--- src/hw/rtl/grc_pkg.sv ---
`timescale 1ns / 1ps

package grc_pkg;

    localparam int MAP_COLS_DEF    = 32;
    localparam int MAP_ROWS_DEF    = 32;
    localparam int ANGLE_STEPS_DEF = 1024;

    localparam int QUEUE_DEPTH = 4;
    localparam int DIV_W       = 32;

    typedef struct packed {
        logic [15:0] viewer_x;
        logic [15:0] viewer_y;
        logic [9:0]  view_heading;
        logic [9:0]  view_span;
        logic [15:0] max_depth;
        logic [10:0] march_step;
        logic [11:0] screen_width;
        logic [11:0] screen_height;
    } t_cfg;

    localparam t_cfg CFG_RESET = '{
        viewer_x:      16'd2048,
        viewer_y:      16'd2048,
        view_heading:  10'd0,
        view_span:     10'd128,
        max_depth:     16'd4096,
        march_step:    11'd26,
        screen_width:  12'd640,
        screen_height: 12'd480
    };

    // One queued request after classification by the front end.
    typedef struct packed {
        logic        cast;
        logic        wr_ok;
        logic        wall;
        logic [4:0]  row;
        logic [4:0]  col;
        logic [10:0] column_x;
    } t_req;

endpackage

--- src/hw/rtl/grc_fifo.sv ---
`timescale 1ns / 1ps

module grc_fifo (
    input  logic           i_clk,
    input  logic           i_rst_n,
    input  logic           i_push,
    input  grc_pkg::t_req  i_data,
    input  logic           i_pop,
    output grc_pkg::t_req  o_data,
    output logic           o_full,
    output logic           o_empty
);

    localparam int PW = $clog2(grc_pkg::QUEUE_DEPTH);
    localparam int CW = $clog2(grc_pkg::QUEUE_DEPTH + 1);

    grc_pkg::t_req r_mem [grc_pkg::QUEUE_DEPTH];
    logic [PW-1:0] r_wr;
    logic [PW-1:0] r_rd;
    logic [CW-1:0] r_cnt;

    assign o_full  = (r_cnt == CW'(grc_pkg::QUEUE_DEPTH));
    assign o_empty = (r_cnt == '0);
    assign o_data  = r_mem[r_rd];

    always_ff @(posedge i_clk) begin
        if (i_push) begin
            r_mem[r_wr] <= i_data;
        end
    end

    always_ff @(posedge i_clk) begin
        if (!i_rst_n) begin
            r_wr  <= '0;
            r_rd  <= '0;
            r_cnt <= '0;
        end else begin
            if (i_push) begin
                r_wr <= (r_wr == PW'(grc_pkg::QUEUE_DEPTH - 1)) ? '0 : r_wr + 1'b1;
            end
            if (i_pop) begin
                r_rd <= (r_rd == PW'(grc_pkg::QUEUE_DEPTH - 1)) ? '0 : r_rd + 1'b1;
            end
            if (i_push && !i_pop) begin
                r_cnt <= r_cnt + 1'b1;
            end else if (i_pop && !i_push) begin
                r_cnt <= r_cnt - 1'b1;
            end
        end
    end

endmodule

--- config.mk ---
export PLATFORM = sky130hd
export DESIGN_NAME = grc_fifo
export DESIGN_NICKNAME = d
export VERILOG_FILES = /design/src/hw/rtl/grc_pkg.sv /design/src/hw/rtl/grc_fifo.sv
export SDC_FILE = /design/constraint.sdc
export NUM_CORES = 1
export LEC_CHECK = 0
export BUFFER_PORTS_ARGS = -buffer_cell sky130_fd_sc_hd__buf_2
export CORE_MARGIN = 8
export CORE_UTILIZATION = 40
export CTS_BUF_LIST = sky130_fd_sc_hd__clkbuf_16
export CTS_CLUSTER_DIAMETER = 50
export CTS_CLUSTER_SIZE = 25
export DETAILED_ROUTE_END_ITERATION = 8
export PLACE_DENSITY_LB_ADDON = 0.2
export SYNTH_ARGS = -nofsm -noshare
export SYNTH_HDL_FRONTEND = slang
export SYNTH_SLANG_ARGS = --single-unit
--- constraint.sdc ---
create_clock -name i_clk -period 2.6 [get_ports i_clk]
set_input_delay 0.78 -clock i_clk [delete_from_list [all_inputs] [get_ports i_clk]]
set_output_delay 0.78 -clock i_clk [all_outputs]
set_load 0.1 [all_outputs]
* Word-level counts from Yosys, hierarchy flattened
Memories as Yosys holds them, arrays and structs flattened. A register that Yosys moved wholly into a read port is not among the register bits. Cells that the tools add are included.
Operators by class: $add $sub $neg 4, eq/ne operators 3, mux-type cells 8, reduce and logical (&&, ||, !) cells 6
Operator list (count):
- $mux 2 | 4
- $mux 3 | 2
- $add 2x1->2 const B | 2
- $eq 2x2->1 const B | 2
- $add 3x1->3 const B | 1
- $eq 3x3->1 const B | 1
- $logic_not 3->1 | 1
- $sub 3x1->3 const B | 1
- $logic_and 1x1->1 | 2
- $logic_not 1->1 | 2
- $mux 1 | 2
- $reduce_bool 2->1 | 1
Storage, ports and cells: register bits after elaboration 7, memory bits (writable) 96, input bits 28, logic and storage cells 25, memories 1
Memories:
- r_mem | words 4, width 24, rd ports 1, clocked after Yosys merged registers in 1, write ports 1, RTL line grc_fifo.sv:17 | grc_pkg::t_req r_mem [grc_pkg::QUEUE_DEPTH];

* Depth between registers and ports, before layout
Gate-level depths: netlist of the first run.
word-level depth 4, mapped depth 7

* Least setup slack after synthesis of the first run
No wires, ideal clock.
path type reg2out, start point register r_cnt[0], end point output o_full, data arrival time 2553 ps, setup slack -733 ps, cell stages (with the launch flop) 2, path buffers 0, path through dfxtp_1 nor3b_1
On the way: longest elaborated chain between the ends 1
RTL lines:
- start, declared | RTL line grc_fifo.sv:20 | logic [CW-1:0] r_cnt;
- start signal, assigned | RTL line grc_fifo.sv:45 | r_cnt <= r_cnt + 1'b1;
- start signal, assigned | RTL line grc_fifo.sv:47 | r_cnt <= r_cnt - 1'b1;
- $eq 3x3->1 | RTL line grc_fifo.sv:22 | assign o_full = (r_cnt == CW'(grc_pkg::QUEUE_DEPTH));
- end, declared | RTL line grc_fifo.sv:10 | output logic o_full,
No other way between the ends.

==> out/metrics.cfg, run 1 <==
[outcome]
outcome=finished, final reports clean

[logic_synthesis]
synth_xor_area_frac=0.00442
synth_top_family_by_area=multiplexers
netlist-cell-type-count=23
yosysSeqAreaShare=0.773
syn-cell-area_mm2=0.00396
muxShareOfSynthArea=0.150
syn-instance-count=170
syn_nets=205
synth.avg_cell_area_um2=23.3
synth-compound-area-share=0.00505
synthAdderAreaFrac=0.0240
synth-seq-cells=105
synthSimpleGateAreaFrac=0.0227
yosysWarnings=0

[clocking]
numClockSinks=105
cts_buffers=9
path_clk_slew_ns=0.06
clock_path_buffers=2
clock_tree.root_cell=clkbuf_16
clock_latency_ns=0.34
cts_tree=done
h-tree-depth=3

[floorplanning]
die_w_um=116
ios=54
core_area_mm2=0.00968
dieArea_mm2=0.0133
initial_core_util=0.409
die_y_um=116
fp-row-count=36

[critical_path]
cp_max_fo=8
rr_endpoint=r_mem[2][5]
worstSetupEndpointType=output pin
r2r_slack_ns=1.03
worstPathRequired_ns=1.82
r2r_cells=4
r2r_start=r_wr[0]
worstSetupStartpointType=flop
cp.arrival_ns=1.70
path_class=reg -> out

[routing]
first_pass_iters=4
wl_mm=6.73
post_drt_wl_per_cell_um=17.9
drtIter0Drc=80
viasPerCell=4.81
drc_errors=0
ant_nets=0
vias=1813

[place]
place_congestion=0.631
dp_cells=360
io_buffer_count=53
hpwlAfterDp_mm=4.56

[power]
intPower_w=0.00288
power_leakage_nw=1.76
power.switching_w=0.00119
p_per_area_mw_per_mm2=809
vdd.ir_drop.worst_mv=0.525
clockPowerShare=0.297
swShare=0.293
pwr-share-seq=0.482
combPwrFrac=0.221

[sta]
period_needed_ns=2.48
finalSetupViolCount=0
finalSetupTns_ns=0
final_max_slew_viol_count=0
whs_ns=0.538
skew_ns=0.00687
max_slew_margin=0.672
period_share=0.955
rsz0062_at_grt=no
fmax_mhz=403
worstMarginPinSlew_ns=0.495
hold_viol_final=0

[global_routing]
grt_pass1_wl_mm=10.6
grt_use_total=0.109
grt_overflow=0
grt_max_degree=25
antenna_found_initial=0
first_global_vias=1954

[layout]
utilization=0.520
final_nets=274
final_common_cell=edfxtp_1
fillers=768
drive_gt1_frac=0.414
area_growth_pct=27.1
fin_cells=377
diodes=0
most-common-layout-cells=edfxtp_1 (96), buf_2 (33), buf_12 (23), mux4_2 (20), clkbuf_16 (9)

[min_path]
worstHoldPathType=reg -> reg
min_to=r_cnt[2]
holdPathStages=2
hp-start=r_cnt[2]

[job]
maxCapViolations=0

## state kept, by name, summed over array words and instances, names as in the netlist, named ones only
signal and cells:
r_cnt 3, r_mem 96, r_rd 2, r_wr 2
## synthesized netlist by cell type, drive strengths merged
| cell | n | share of area |
|---|---|---|
| a21boi | 1 | 0.0019 |
| and2 | 5 | 0.0079 |
| buf | 5 | 0.015 |
| clkbuf | 1 | 0.00095 |
| dfxtp | 9 | 0.045 |
| edfxtp | 96 | 0.73 |
| fa | 1 | 0.0051 |
| ha | 6 | 0.019 |
| inv | 4 | 0.0038 |
| mux2i | 4 | 0.010 |
| mux4 | 24 | 0.14 |
| nor2 | 1 | 0.00095 |
| nor2b | 5 | 0.0079 |
| nor3 | 2 | 0.0025 |
| nor3b | 1 | 0.0019 |
| o21a | 1 | 0.0019 |
| o21ai | 1 | 0.0013 |
| or3 | 1 | 0.0016 |
| xnor2 | 1 | 0.0022 |
| xor2 | 1 | 0.0022 |
## worst max-delay path, cell delays in order (launching register included)
cell	delay, ns
dfxtp_4	0.44
buf_4	0.20
mux4_2	0.54
buf_12	0.19
## final cells by class
cell class	count	area (um2)	share of cell area
Multi-Input combinational cell	55	828	0.165
Sequential cell	105	3070	0.609
Timing Repair Buffer	64	686	0.136
Tap cell	133	166	0.0331
Inverter	4	15.0	0.00298
Clock inverter	7	47.5	0.00944
Clock buffer	9	225	0.0447
## worst max-delay path by stage
stage | slack [ns] | depth (start not counted) | to | start
finish | 0.12 | 3 | o_data[3] | flop
global route | 0.04 | 3 | o_data[13] | flop
CTS | 0.01 | 3 | o_data[3] | flop
detailed placement | 0.25 | 3 | o_data[3] | flop
global placement | 0.27 | 3 | o_data[3] | flop
floorplan | 0.24 | 1 | o_full | r_cnt[1]
## layer usage
metal  GRT usage  part of all wire
met5           0                 0
met3      0.0334             0.053
met2       0.181              0.53
met1       0.124              0.41
met4      0.0552             0.010
## cell families after synthesis
family | Yosys count
muxes | 28
AOI/OAI and AO/OA | 3
DFF | 105
and+or+nand+nor | 15
buffers and inverters | 10
xor gates and xnor gates | 2
adders and majority gates | 7
## through the flow
stage,worst slack [ns],area (um2),power (W)
after floorplan,0.241,3970,0.00261
after global placement,0.275,4750,0.00290
after detailed placement,0.251,4750,0.00291
after CTS,0.0147,5030,0.00412
after global routing,0.0368,5030,0.00422
final,0.117,5030,0.00407
## what timing repair did
action	CTS	global route
hold buffers	0	0
setup buffers	0	1
endpoints found under the hold margin	0	0
pin swaps	0	0
endpoints found under the setup margin	21	6
resized for setup	1	0
## power groups by stage
stage	clock network (W)	registers, W	logic (W)
5_1_grt	0.00131	0.00197	0.000939
2_1_floorplan	0	0.00199	0.000618
6_report	0.00121	0.00196	0.000899
4_1_cts	0.00124	0.00197	0.000910
3_3_place_gp	0	0.00200	0.000904
3_5_place_dp	0	0.00200	0.000909
Note: power is estimated with default switching activity, not from simulation.
==> run 2: changes to the inputs <==
Settings changed: REMOVE_ABC_BUFFERS set to 1.
==> out/metrics.cfg, run 2 (synthesis gave the netlist of run 1 again) <==
[floorplanning]
dieArea_mm2=0.0133  ; unchanged
die_w_um=116  ; unchanged
die_y_um=116  ; unchanged
ios=54  ; unchanged
fp-row-count=36  ; unchanged
initial_core_util=0.409  ; unchanged
core_area_mm2=0.00968  ; unchanged

[layout]
most-common-layout-cells=edfxtp_1 (96), buf_2 (29), buf_12 (21), mux4_2 (20)
design_area_mm2=0.00499  ; -0.92%
fin_cells=372  ; -1.3%
top_regs=r_mem: 96 flops, r_cnt: 3 flops
drive_gt1_frac=0.393  ; -0.0206
diodes=0  ; unchanged
final_nets=269  ; -1.8%
final_common_cell=edfxtp_1
largest_reg_flops=96  ; unchanged
area_growth_pct=25.9
fillers=764  ; -0.52%
regMostFlops=r_mem
multi_input_area_um2=818  ; -1.2%
utilization=0.515  ; -0.00478
regArea_mm2=0.00306  ; about the same

[routing]
first_pass_iters=3  ; -1
drc_errors=0  ; unchanged
ant_nets=0  ; unchanged
wl_mm=6.41  ; -4.8%
drtIter0Drc=75  ; -6.3%
post_drt_wl_per_cell_um=17.2  ; -3.5%
vias=1765  ; -2.6%
viasPerCell=4.74  ; -1.3%

[place]
place_congestion=0.644  ; +2.0%
dp_cells=356  ; -1.1%
io_buffer_count=53  ; unchanged
placed_cell_area_mm2=0.00469  ; -1.4%
hpwlAfterDp_mm=3.98  ; -13%

[critical_path]
r2r_start=r_cnt[0]
crit_end=o_data[4]
r2r_slack_ns=1.11  ; +0.08 ns
cp_max_fo=24  ; +16
cp.arrival_ns=1.74  ; +0.04 ns
worstPathRequired_ns=1.82  ; about the same
r2r_cells=4  ; unchanged
worstSetupEndpointType=output pin
path_class=reg -> out
rr_endpoint=r_cnt[2]
worstSetupStartpointType=flop

[sta]
period_share=0.969  ; +0.0142
worstMarginPinSlew_ns=0.492  ; -0.00307 ns
finalSetupTns_ns=0  ; unchanged
max_slew_margin=0.674  ; +0.00203
final_max_slew_viol_count=0  ; unchanged
skew_ns=0.00791  ; +0.00105 ns
period_needed_ns=2.52  ; +0.0369 ns
hold_viol_final=0  ; unchanged
fmax_mhz=397  ; -1.5%
rsz0062_at_grt=no
finalSetupViolCount=0  ; unchanged

[clocking]
numClockSinks=105  ; unchanged
path_clk_slew_ns=0.06  ; about the same
hold_buffers=0  ; unchanged
h-tree-depth=3  ; unchanged
clock_latency_ns=0.33  ; about the same
cts_buffers=9  ; unchanged
cts_tree=done
clock_path_buffers=2  ; unchanged
clock_tree.root_cell=clkbuf_16

[power]
power_leakage_nw=1.74  ; -1.1%
p_per_area_mw_per_mm2=826  ; +2.1%
vdd.ir_drop.worst_mv=0.343  ; -35%
p_total_w=0.00412  ; +1.2%

[global_routing]
grt_max_degree=25  ; unchanged
first_global_vias=1902  ; -2.7%
grt_pass1_wl_mm=9.86  ; -6.5%
grt_use_total=0.101  ; -0.00766
antenna_found_initial=0  ; unchanged
grt_overflow=0  ; unchanged

[job]
maxCapViolations=0  ; unchanged

[outcome]
outcome=finished, final reports clean

[min_path]
worstHoldPathType=reg -> reg

[run 2: final cells by class]
type,count,share of cell area
Inverter,4,0.00301
Timing Repair Buffer,59,0.127
Clock buffer,9,0.0451
Tap cell,133,0.0334
Clock inverter,7,0.0133
Sequential cell,105,0.614
Multi-Input combinational cell,55,0.164
[run 2: worst min-delay path by stage]
stage / endpoint / start / slack, ns / cells past startpoint
2_1_floorplan: r_cnt[2] / r_cnt[2] / 0.47 / 2
3_3_place_gp: r_cnt[2] / r_cnt[2] / 0.49 / 2
3_5_place_dp: r_cnt[2] / r_cnt[2] / 0.50 / 2
4_1_cts: r_cnt[2] / r_cnt[2] / 0.51 / 2
5_1_grt: r_cnt[2] / r_cnt[2] / 0.55 / 2
6_report: r_cnt[2] / r_cnt[2] / 0.51 / 2
[run 2: metal layers]
metal,global-route usage,vias up,share of wire
met2,0.170,34,0.51
met1,0.113,898,0.42
li1,-,824,-
met5,0,-,0
met3,0.0339,9,0.055
met4,0.0499,0,0.017
[run 2: repair_timing]
item | 4_1_cts | 5_1_grt
setup buffers | 0 | 0
setup endpoints to repair | 2 | 2
endpoints found under the hold margin | 0 | 0
cloned | 0 | 0
resized for setup | 2 | 4
[run 2: through the flow]
| stage | hold WS [ns] | worst slack [ns] |
|---|---|---|
| 2_1_floorplan | 0.472 | -0.733 |
| 3_3_place_gp | 0.494 | 0.366 |
| 3_5_place_dp | 0.502 | 0.325 |
| 4_1_cts | 0.512 | 0.0123 |
| 5_1_grt | 0.553 | 0.0123 |
| 6_report | 0.513 | 0.0804 |
[run 2: power breakdown]
group          total [W]  switching (W)  internal (W)
Sequential       0.00196      0.0000268       0.00193
Clock            0.00127       0.000534      0.000738
Combinational   0.000892       0.000596      0.000297
Total            0.00412        0.00116       0.00296
[run 2: worst max-delay path, cell delays in order, from the launching register on]
cell and delay, ns:
dfxtp_2 0.34, buf_12 0.22, mux4_1 0.59, buf_4 0.25
